$ cat config.mk
export PLATFORM = sky130hd
export DESIGN_NAME = precedence_expression_evaluator
export DESIGN_NICKNAME = d
export VERILOG_FILES = /design/src/sv/prec_eval_pkg.sv /design/src/sv/precedence_expression_evaluator.sv
export SDC_FILE = /design/constraint.sdc
export NUM_CORES = 1
export LEC_CHECK = 0
export BUFFER_PORTS_ARGS = -buffer_cell sky130_fd_sc_hd__buf_2
export CELL_PAD_IN_SITES_DETAIL_PLACEMENT = 2
export CELL_PAD_IN_SITES_GLOBAL_PLACEMENT = 2
export CORE_MARGIN = 10
export CORE_UTILIZATION = 42
export DETAILED_ROUTE_END_ITERATION = 7
export PLACE_DENSITY = 0.86
export SYNTH_ARGS = -nofsm -noshare
export SYNTH_HDL_FRONTEND = slang
export SYNTH_SLANG_ARGS = --single-unit
$ cat constraint.sdc
create_clock -name clock -period 9.8 [get_ports clock]
set_clock_uncertainty 0.15 [all_clocks]
set_input_delay 0.98 -clock clock [delete_from_list [all_inputs] [get_ports clock]]
set_output_delay 0.98 -clock clock [all_outputs]
set_load 0.01 [all_outputs]
$ cat src/sv/prec_eval_pkg.sv
// shared operator codes, term codes and limits of the expression evaluator
package prec_eval_pkg;

   // operator codes carried with each operand
   localparam logic [2:0] OP_ADD    = 3'd0;
   localparam logic [2:0] OP_SUB    = 3'd1;
   localparam logic [2:0] OP_MUL    = 3'd2;
   localparam logic [2:0] OP_DIV    = 3'd3;
   localparam logic [2:0] OP_EQUALS = 3'd4;

   // widths of the item fields and of the arithmetic
   localparam int OPERAND_W = 24;
   localparam int OP_W      = 3;
   localparam int VALUE_W   = 64;

   // bit-serial step counts: one multiplier bit or one quotient bit a cycle
   localparam int MUL_STEPS = OPERAND_W;
   localparam int DIV_STEPS = VALUE_W;
   localparam int CNT_W     = $clog2(DIV_STEPS);
   localparam int BIT_SEL_W = $clog2(OPERAND_W);

   // saturation limits
   localparam logic [VALUE_W-1:0] MAG_MAX = {1'b0, {(VALUE_W-1){1'b1}}};
   localparam logic [VALUE_W-1:0] SUM_MIN = {1'b1, {(VALUE_W-1){1'b0}}};

   // product operator waiting for the next operand
   typedef enum logic [1:0] {
      PEND_NONE = 2'd0,
      PEND_MUL  = 2'd1,
      PEND_DIV  = 2'd2
   } pend_type;

endpackage

$ cat src/sv/precedence_expression_evaluator.sv
// four-function infix evaluator with operator precedence, bit-serial arithmetic
//
// Usage: each req item carries an unsigned integer operand and the operator
// that follows it (add, subtract, multiply, divide, equals; unused codes act
// as equals). Multiply and divide bind tighter and group left to right.
// On equals one rsp item carries the signed fixed-point value with
// FRACTION_BITS fraction bits, a sticky saturation flag and a sticky
// divide-by-zero flag; the evaluator then starts a fresh expression.
// Other operators give no rsp item.
// Timing: one item is worked on at a time; req_tready is high while idle.
// An item that starts a term goes straight to the finishing step; one that
// completes a multiply runs the shift-add steps (one multiplier bit a cycle)
// and one that completes a divide runs restoring division (one quotient bit a
// cycle); a division by zero goes straight to the finishing step. The
// running-sum fold and the result register load happen in that finishing step.
// The result sits in an output register, so a stalled receiver does not stop
// the next items; only an equals item waits in its last cycle while the
// previous result is still untaken.
// Reset (synchronous, active high) clears the sum, term, flags and the
// output valid; the block is ready in the cycle after reset falls.
module precedence_expression_evaluator #(
   parameter int FRACTION_BITS = 16
) (
   input  logic        clock,
   input  logic        reset,
   // input channel
   input  logic        req_tvalid,
   output logic        req_tready,
   input  logic [23:0] req_tdata,   // [23:0] operand
   input  logic [2:0]  req_tuser,   // [2:0] op
   // result channel
   output logic        rsp_tvalid,
   input  logic        rsp_tready,
   output logic [63:0] rsp_tdata,   // [63:0] result
   output logic [1:0]  rsp_tuser    // [0] overflow, [1] divide_by_zero
);
   import prec_eval_pkg::*;

   typedef enum logic [1:0] {
      S_IDLE,
      S_MUL,
      S_DIV,
      S_FINISH
   } state_type;

   // control state
   state_type            state_ff,        state_in;
   pend_type             pend_ff,         pend_in;
   logic [VALUE_W-1:0]   sum_ff,          sum_in;
   logic [VALUE_W-1:0]   term_ff,         term_in;
   logic                 term_neg_ff,     term_neg_in;
   logic                 ovf_seen_ff,     ovf_seen_in;
   logic                 zdiv_seen_ff,    zdiv_seen_in;
   logic                 mul_ovf_ff,      mul_ovf_in;
   logic [CNT_W-1:0]     count_ff,        count_in;
   logic                 rsp_valid_ff,    rsp_valid_in;

   // payload registers
   logic [OPERAND_W-1:0] x_ff,            x_in;
   logic [OP_W-1:0]      op_ff,           op_in;
   logic [VALUE_W-1:0]   acc_ff,          acc_in;
   logic [OPERAND_W-1:0] rem_ff,          rem_in;
   logic [VALUE_W-1:0]   rsp_data_ff,     rsp_data_in;
   logic [1:0]           rsp_flags_ff,    rsp_flags_in;

   logic                 req_accept;
   logic                 mul_bit;
   logic [VALUE_W:0]     mul_sum;
   logic                 mul_ovf_now;
   logic [OPERAND_W:0]   div_part;
   logic [OPERAND_W:0]   div_diff;
   logic                 div_qbit;
   logic [VALUE_W:0]     fold_wide;
   logic                 fold_sat;
   logic [VALUE_W-1:0]   fold_value;

   assign req_tready = (state_ff == S_IDLE);
   assign req_accept = req_tvalid && req_tready;
   assign rsp_tvalid = rsp_valid_ff;
   assign rsp_tdata  = rsp_data_ff;
   assign rsp_tuser  = rsp_flags_ff;

   // shift-add step: accumulator doubles, multiplicand added when the bit is set
   assign mul_bit     = x_ff[count_ff[BIT_SEL_W-1:0]];
   assign mul_sum     = {acc_ff, 1'b0} + {1'b0, (mul_bit ? term_ff : '0)};
   assign mul_ovf_now = mul_ovf_ff || mul_sum[VALUE_W] || mul_sum[VALUE_W-1];

   // restoring division step: bring in the next dividend bit, try a subtract
   assign div_part = {rem_ff, term_ff[VALUE_W-1]};
   assign div_diff = div_part - {1'b0, x_ff};
   assign div_qbit = !div_diff[OPERAND_W];

   // fold the finished term into the running sum with saturation
   assign fold_wide = term_neg_ff ? ({sum_ff[VALUE_W-1], sum_ff} - {1'b0, term_ff})
                                  : ({sum_ff[VALUE_W-1], sum_ff} + {1'b0, term_ff});
   assign fold_sat  = (fold_wide[VALUE_W] != fold_wide[VALUE_W-1]);
   assign fold_value = fold_sat ? (fold_wide[VALUE_W] ? SUM_MIN : MAG_MAX)
                                : fold_wide[VALUE_W-1:0];

   // next-state logic
   always_comb begin
      state_in     = state_ff;
      pend_in      = pend_ff;
      sum_in       = sum_ff;
      term_in      = term_ff;
      term_neg_in  = term_neg_ff;
      ovf_seen_in  = ovf_seen_ff;
      zdiv_seen_in = zdiv_seen_ff;
      mul_ovf_in   = mul_ovf_ff;
      count_in     = count_ff;
      rsp_valid_in = rsp_valid_ff && !rsp_tready;
      x_in         = x_ff;
      op_in        = op_ff;
      acc_in       = acc_ff;
      rem_in       = rem_ff;
      rsp_data_in  = rsp_data_ff;
      rsp_flags_in = rsp_flags_ff;

      case (state_ff)
         S_IDLE: begin
            if (req_accept) begin
               x_in  = req_tdata;
               op_in = req_tuser;
               case (pend_ff)
                  PEND_MUL: begin
                     acc_in     = '0;
                     mul_ovf_in = 1'b0;
                     count_in   = CNT_W'(MUL_STEPS - 1);
                     state_in   = S_MUL;
                  end
                  PEND_DIV: begin
                     if (req_tdata == '0) begin
                        term_in      = '0;
                        zdiv_seen_in = 1'b1;
                        state_in     = S_FINISH;
                     end else begin
                        rem_in   = '0;
                        count_in = CNT_W'(DIV_STEPS - 1);
                        state_in = S_DIV;
                     end
                  end
                  default: begin
                     term_in  = VALUE_W'(req_tdata) << FRACTION_BITS;
                     state_in = S_FINISH;
                  end
               endcase
            end
         end
         S_MUL: begin
            acc_in     = mul_sum[VALUE_W-1:0];
            mul_ovf_in = mul_ovf_now;
            count_in   = count_ff - 1'b1;
            if (count_ff == '0) begin
               term_in     = mul_ovf_now ? MAG_MAX : mul_sum[VALUE_W-1:0];
               ovf_seen_in = ovf_seen_ff || mul_ovf_now;
               state_in    = S_FINISH;
            end
         end
         S_DIV: begin
            rem_in   = div_qbit ? div_diff[OPERAND_W-1:0] : div_part[OPERAND_W-1:0];
            term_in  = {term_ff[VALUE_W-2:0], div_qbit};
            count_in = count_ff - 1'b1;
            if (count_ff == '0) begin
               state_in = S_FINISH;
            end
         end
         S_FINISH: begin
            case (op_ff)
               OP_MUL: begin
                  pend_in  = PEND_MUL;
                  state_in = S_IDLE;
               end
               OP_DIV: begin
                  pend_in  = PEND_DIV;
                  state_in = S_IDLE;
               end
               OP_ADD, OP_SUB: begin
                  sum_in      = fold_value;
                  ovf_seen_in = ovf_seen_ff || fold_sat;
                  term_neg_in = (op_ff == OP_SUB);
                  term_in     = '0;
                  pend_in     = PEND_NONE;
                  state_in    = S_IDLE;
               end
               default: begin
                  // equals: wait for the output register, then start afresh
                  if (!rsp_valid_ff || rsp_tready) begin
                     rsp_valid_in = 1'b1;
                     rsp_data_in  = fold_value;
                     rsp_flags_in = {zdiv_seen_ff, ovf_seen_ff || fold_sat};
                     sum_in       = '0;
                     term_in      = '0;
                     term_neg_in  = 1'b0;
                     pend_in      = PEND_NONE;
                     ovf_seen_in  = 1'b0;
                     zdiv_seen_in = 1'b0;
                     state_in     = S_IDLE;
                  end
               end
            endcase
         end
         default: begin
            state_in = S_IDLE;
         end
      endcase
   end

   // state and registered outputs
   always_ff @(posedge clock) begin
      if (reset) begin
         state_ff     <= S_IDLE;
         pend_ff      <= PEND_NONE;
         sum_ff       <= '0;
         term_ff      <= '0;
         term_neg_ff  <= 1'b0;
         ovf_seen_ff  <= 1'b0;
         zdiv_seen_ff <= 1'b0;
         mul_ovf_ff   <= 1'b0;
         count_ff     <= '0;
         rsp_valid_ff <= 1'b0;
      end else begin
         state_ff     <= state_in;
         pend_ff      <= pend_in;
         sum_ff       <= sum_in;
         term_ff      <= term_in;
         term_neg_ff  <= term_neg_in;
         ovf_seen_ff  <= ovf_seen_in;
         zdiv_seen_ff <= zdiv_seen_in;
         mul_ovf_ff   <= mul_ovf_in;
         count_ff     <= count_in;
         rsp_valid_ff <= rsp_valid_in;
      end
      x_ff         <= x_in;
      op_ff        <= op_in;
      acc_ff       <= acc_in;
      rem_ff       <= rem_in;
      rsp_data_ff  <= rsp_data_in;
      rsp_flags_ff <= rsp_flags_in;
   end

`ifndef NO_ASSERTIONS
   // a term waiting between items never exceeds the largest magnitude
   a_term_bounded: assert property (@(posedge clock) disable iff (reset)
      (state_ff == S_IDLE) |-> !term_ff[VALUE_W-1])
      else $error("term magnitude above limit while idle");

   // the partial remainder always stays below the divisor
   a_rem_below_divisor: assert property (@(posedge clock) disable iff (reset)
      (state_ff == S_DIV) |-> (rem_ff < x_ff))
      else $error("division remainder not below divisor");

   // serial steps count down by one each cycle
   a_count_steps: assert property (@(posedge clock) disable iff (reset)
      ((state_ff == S_MUL || state_ff == S_DIV) && count_ff != '0)
      |=> (count_ff == $past(count_ff) - 1'b1))
      else $error("serial step counter skipped");

   // a new result only comes out of the finishing step
   a_rsp_from_finish: assert property (@(posedge clock) disable iff (reset)
      $rose(rsp_valid_ff) |-> ($past(state_ff) == S_FINISH))
      else $error("result raised outside the finishing step");
`endif

endmodule

==> impl_metrics.tcl, run 1 <==
set metrics [dict create \
    grt_usage 0.284 \
    cp.buffers_inverters 0 \
    initial_core_util 0.426 \
    clockBufferDepth 3 \
    slew_headroom 0.169 \
    synth_seq_cells 324 \
    hold_path.class "flop to flop" \
    synth-async-reset-ratio 0 \
    core_area_um2 55300 \
    crit_fanout 22 \
    end_kind "flop" \
    synth_top_cell_area_share 0.230 \
    die_y_um 257 \
    postCtsHoldBufs 0 \
    cts_resized 0 \
    stdcell_count 3554 \
    vdd_drop_max_v 0.000163 \
    drt-vias-per-instance 6.31 \
    routabilityCongestion 0.940 \
    grt_pass1_vias 24300 \
    yosys_warnings 0 \
    port_buffers 98 \
    drv_slew 0 \
    setup_viol 0 \
    synth-edff-count 181 \
    placed_cell_area_um2 24600 \
    fmax_ghz 0.117 \
    root_buffer "clkbuf_16" \
    grt_pass1_wl_um 150000 \
    syn-cell-area_um2 23600 \
    yosys-top-cells-area "edfxtp_1 23%, dfxtp_1 12%, ha_1 8.6%, a21oi_1 6.6%, xnor2_1 5.0%" \
    cts_tree "yes" \
    critPathKind "flop to flop" \
    grt_overflow 0 \
    setup_tns_ns 0 \
    drtIter0Drc 1433 \
    first_pass_iters 5 \
    syn-num-nets 2957 \
    timing.critical_path.slowest_stage_cell "nor2_1" \
    start_kind "flop" \
    final_core_util 0.473 \
    syn_to_final_growth_pct 10.9 \
    seq_area_um2 8300 \
    period_needed_ns 8.58 \
    cts.clk_slew.worst_paths_ns 0.07 \
    path_common_cell "a21oi_1" \
    total_leakage_power_nw 10.5 \
    yosys.area.top_type "edfxtp_1" \
    final_antenna_net_count 0 \
    post_drt_wl_per_cell_um 27.3 \
    fp.dieW_um 257 \
    drv_cap 0 \
    fp-row-count 86 \
    clock_latency_ns 0.60 \
    multi_input_area_um2 14400 \
    design_area_um2 26100 \
    arrival_ns 8.96 \
    dieArea_um2 66000 \
    critPathTopFamily "simple AND/OR/NAND/NOR gates" \
    postCtsSetupBuffers 0 \
    status "complete, no violations" \
    drive_above_1_share 0.0856 \
    drc 0 \
    fillers 6083 \
    critPathRequiredTime_ns 10.18 \
    tightest_slew_ns 1.25 \
    cp_slowest_stage_delay_ns 0.95 \
    syn_inst 2761 \
    finalCritPeriodShare 0.875 \
    report.final.hold_viol_count 0 \
    io_pins 99 \
    path_cells "or3_1 > nor3_1 > nand2b_1 > nor4_2 > nand2_1 > nor4_1 > and2_1 > nand2_1 > nor2_1 > a21oi_1 > xnor2_1 > ha_1 > a21oi_1 > o21bai_1 > a21oi_1 > o21ai_0 > a221o_1 > a21oi_1 > o31ai_1 > xnor2_4 > nand2_1 > nor2_1 > a221o_1" \
    totalWireLength_um 96900 \
    grt_start_max_net_pins 90 \
    final_net_count 2968 \
    htreeDepth 2 \
    rsz0062_at_grt "no" \
    postSynthAreaPerCell_um2 8.54 \
    p_per_area_nw_per_um2 382 \
    antenna_found_initial 0 \
    via_count 22400 \
    synth-seq-area-share 0.352 \
    cts_inserted_buffers 42 \
    hpwl_um 70700 \
    clock-sinks 324 \
    ys_types 80 \
    numPlacedInstances 3476 \
    ys.flop_type "edfxtp_1" \
    total_power_mw 9.98 \
]
worst reg2reg max path, cell delays in order (launching register included):
cell and delay (ns):
dfxtp_1 0.38, or3_1 0.43, nor3_1 0.24, nand2b_1 0.20, nor4_2 0.52, nand2_1 0.24
nor4_1 0.76, and2_1 0.32, nand2_1 0.17, nor2_1 0.39, a21oi_1 0.15, xnor2_1 0.15
ha_1 0.41, a21oi_1 0.28, o21bai_1 0.10, a21oi_1 0.13, o21ai_0 0.15, a221o_1 0.34
a21oi_1 0.15, o31ai_1 0.18, xnor2_4 0.83, nand2_1 0.68, nor2_1 0.95, a221o_1 0.25
synth_stat cells, types with 21 or more instances:
master	instances
a221oi_1	21
edfxtp_1	181
xor2_1	46
nor4_1	23
nand2_1	237
a21oi_1	311
xnor2_1	135
nor3_1	46
o211ai_1	45
dfxtp_1	143
mux2i_1	23
inv_1	106
ha_1	162
o21bai_1	45
nand2b_1	24
and2_1	121
maj3_1	28
nor2_1	256
o21ai_1	24
clkbuf_1	116
o21ai_0	156
a21o_1	83
and3_1	37
nand4_1	45
a31oi_1	27
a211oi_1	21
nand3_1	37
layout by cell type (no fill, tap or decap), drive strengths merged, types with 11 or more instances in the layout:
cell,count
xnor2,136
dfxtp,143
and3,37
inv,114
a211oi,21
o31ai,16
nand2b,24
nor4,25
a21o,83
nand4,46
nor2b,15
a221o,18
o21a,16
nand3,37
nor3,46
nand2,237
a221oi,21
clkbuf,58
xor2,47
o211ai,46
maj3,28
o21bai,45
nor2,256
buf,120
a21boi,11
edfxtp,181
mux2i,23
or3,20
ha,162
a31oi,27
a21oi,311
and2,121
o21ai,181
metal layers:
layer / wire, µm / share of wire / track usage
met1: 41000 / 0.42 / 0.348
met2: 47200 / 0.49 / 0.490
met3: 4390 / 0.045 / 0.0392
met4: 4290 / 0.044 / 0.127
met5: 0 / 0 / 0
cells by family (layout without fill, tap and decap cells):
logic type      count (synthesis)  after routing  share of synthesized area
compound gates                867            867                      0.231
mux                            31             31                     0.0164
simple gates                  904            904                      0.188
flops                         324            324                      0.352
other cells                     0              1                          0
xor+xnor                      183            183                     0.0686
fa+ha+maj                     193            193                      0.100
buf+inv                       259            303                     0.0436
final timing paths:
check	from	to	slack, ns	depth (start not counted)
max	term_ff[2]	sum_ff[53]	1.22	23
min	zdiv_seen_ff	rsp_tuser[1]	0.31	0
max reg2reg	term_ff[2]	sum_ff[53]	1.22	23
min reg2reg	zdiv_seen_ff	rsp_tuser[1]	0.31	0
registers in the layout, summed over array words and instances (netlist names), 3 cells and up:
name,cells
x_ff,24
term_ff,64
rem_ff,24
rsp_tdata,64
op_ff,3
count_ff,6
acc_ff,64
sum_ff,64
area by class of cell:
type	count	area share
antenna	1	0.0000957
clock buffer	58	0.0481
clock inverter	19	0.00919
inverter	106	0.0152
multi-input combinational	2178	0.549
sequential	324	0.317
tap	748	0.0358
timing repair buffer	120	0.0251
report_power, final:
| part | internal [mW] | switching, mW |
|---|---|---|
| clock | 1.04 | 0.685 |
| sequential | 1.90 | 0.319 |
| combinational | 2.02 | 4.02 |
| total | 4.96 | 5.03 |
per-stage QoR:
stage | setup WS (ns) | hold slack [ns]
after floorplan | 4.19 | 0.259
after global placement | 1.84 | 0.283
after detailed placement | 1.45 | 0.289
after CTS | 1.32 | 0.307
after global routing | 0.794 | 0.322
final | 1.22 | 0.308
Power figures use the tool's default switching activity.
==> inputs of run 2 (changes only) <==
RECOVER_POWER = 50   (was unset)
==> run 2 against run 1 <==
Net effect:
- die area unchanged
- the run now ends with max-capacitance violations, max-slew violations left
- combinational power about the same
- flip-flop and latch count unchanged
- routed wire length about the same
==> impl_metrics.tcl, run 2 (synthesis gave the netlist of run 1 again) <==
set metrics [dict create \
    drv_cap 5 \
    final_antenna_net_count 0 \
    cp.buffers_inverters 0 \
    via_count 22300 \
    start_kind "flop" \
    grt_use_met2 0.490 \
    critPathKind "flop to flop" \
    die_y_um 257 \
    timing.critical_path.slowest_stage_cell "nor2_1" \
    antenna_found_initial 0 \
    numPlacedInstances 3476 \
    cts_resized 0 \
    grt_overflow 0 \
    final_common_cell "a21oi_1" \
    status "finished with violations" \
    postCtsHoldBufs 0 \
    cp_slowest_stage_delay_ns 0.94 \
    setup_tns_ns 0 \
    totalWireLength_um 96800 \
    drv_slew 275 \
    violations "max-capacitance violations, max-slew violations" \
    fp-row-count 86 \
    grt.met3_usage 0.0392 \
    routabilityCongestion 0.940 \
    cts_inserted_buffers 42 \
    tightest_slew_ns 4.40 \
    total_leakage_power_nw 10.2 \
    clock-sinks 324 \
    grtUsageMet1 0.348 \
    arrival_ns 8.96 \
    path_cells "or3_1 > nor3_1 > nand2b_1 > nor4_2 > nand2_1 > nor4_1 > and2_1 > nand2_1 > nor2_1 > a21oi_1 > xnor2_1 > ha_1 > a21oi_1 > o21bai_1 > a21oi_1 > o21ai_0 > a221o_1 > a21oi_1 > o31ai_1 > xnor2_4 > nand2_1 > nor2_1 > a221o_1" \
    end_kind "flop" \
    path_depth 23 \
    slew_headroom -1.94 \
    port_buffers 98 \
    htreeDepth 2 \
    stdcell_count 3553 \
    critPathRequiredTime_ns 10.18 \
    setup_viol 0 \
    cts_tree "yes" \
    rrSetupSlack_ns 1.22 \
    r2r_start "term_ff[2]" \
    fp.dieW_um 257 \
    period_needed_ns 8.58 \
    fmax_ghz 0.117 \
    post_drt_wl_per_cell_um 27.2 \
    drtIter0Drc 1430 \
    core_area_um2 55300 \
    critPathTopFamily "simple AND/OR/NAND/NOR gates" \
    root_buffer "clkbuf_16" \
    cts.clk_slew.worst_paths_ns 0.07 \
    grt_usage 0.284 \
    clockBufferDepth 3 \
    n_antenna_cell 0 \
    drc 0 \
    clock_latency_ns 0.60 \
    postCtsSetupBuffers 0 \
    syn_to_final_growth_pct 10.1 \
    rsz0062_at_grt "no" \
    drt-vias-per-instance 6.29 \
    hold_path.class "flop to flop" \
    grt_pass1_wl_um 150000 \
    worstHoldStart "sum_ff[0]" \
    first_pass_iters 5 \
    p_per_area_nw_per_um2 384 \
    grt_most_used_layer "met2" \
    r2r-end "sum_ff[53]" \
    finalCritPeriodShare 0.875 \
    drive_above_1_share 0.0474 \
    io_pins 99 \
    grt_start_max_net_pins 90 \
    vdd_drop_max_v 0.000163 \
    crit_fanout 22 \
    initial_core_util 0.426 \
    final_net_count 2968 \
    most-common-layout-cells "310 x a21oi_1, 252 x nor2_1, 236 x nand2_1" \
    grt_pass1_vias 24300 \
    hold_depth 1 \
    path_common_cell "a21oi_1" \
    dieArea_um2 66000 \
    hpwl_um 70700 \
    min_to "sum_ff[0]" \
    reg2reg_depth 23 \
    report.final.hold_viol_count 0 \
    total_power_mw 9.97 \
]
## run 2: cell types whose count changed in the layout (fill, tap and decap cells not counted), moves of 2 or more
cell / previous run / this run
buf_2: 98 / 2
buf_4: 22 / 17
ha_1: 160 / 162
clkbuf_1: 7 / 108
ha_2: 2 / 0
## run 2: worst max path at each step
stage / startpoint / end
floorplan: term_ff[11] / rsp_tdata[58]
global placement: term_ff[2] / sum_ff[58]
detailed placement: term_ff[2] / sum_ff[58]
CTS: term_ff[2] / sum_ff[53]
global route: term_ff[2] / sum_ff[53]
finish: term_ff[2] / sum_ff[53]
## run 2: layer usage
layer | up-vias | part of all wire
met1 | 11400 | 0.42
met5 | - | 0
met2 | 618 | 0.49
li1 | 10100 | -
met3 | 220 | 0.044
met4 | 0 | 0.045
## run 2: worst reg2reg max path: stages (launching register included)
cell	delay [ns]
dfxtp_1	0.38
or3_1	0.43
nor3_1	0.24
nand2b_1	0.20
nor4_2	0.52
nand2_1	0.24
nor4_1	0.77
and2_1	0.32
nand2_1	0.17
nor2_1	0.38
a21oi_1	0.15
xnor2_1	0.15
ha_1	0.40
a21oi_1	0.28
o21bai_1	0.10
a21oi_1	0.14
o21ai_0	0.15
a221o_1	0.34
a21oi_1	0.15
o31ai_1	0.18
xnor2_4	0.83
nand2_1	0.68
nor2_1	0.95
a221o_1	0.25
## run 2: where the power goes
group | internal (mW) | switching (mW)
Sequential | 1.91 | 0.319
Clock | 1.04 | 0.684
Combinational | 2.01 | 4.01
## run 2: layout make-up
type / count / area, µm²
fill: 6140 / 29300
clock buffer: 58 / 1260
clock inverter: 19 / 240
sequential: 324 / 8300
tap: 748 / 936
timing repair buffer: 120 / 517
inverter: 106 / 398
multi-input combinational: 2178 / 14300
## run 2: through the flow
step           instance area, µm²  hold WS (ns)  worst slack, ns   util
6_report                    26000         0.309             1.22  0.470
5_1_grt                     26000         0.322            0.794  0.470
4_1_cts                     26100         0.307             1.32  0.473
3_5_place_dp                24600         0.289             1.45  0.446
3_3_place_gp                24600         0.283             1.84  0.446
2_1_floorplan               23600         0.259             4.19      -
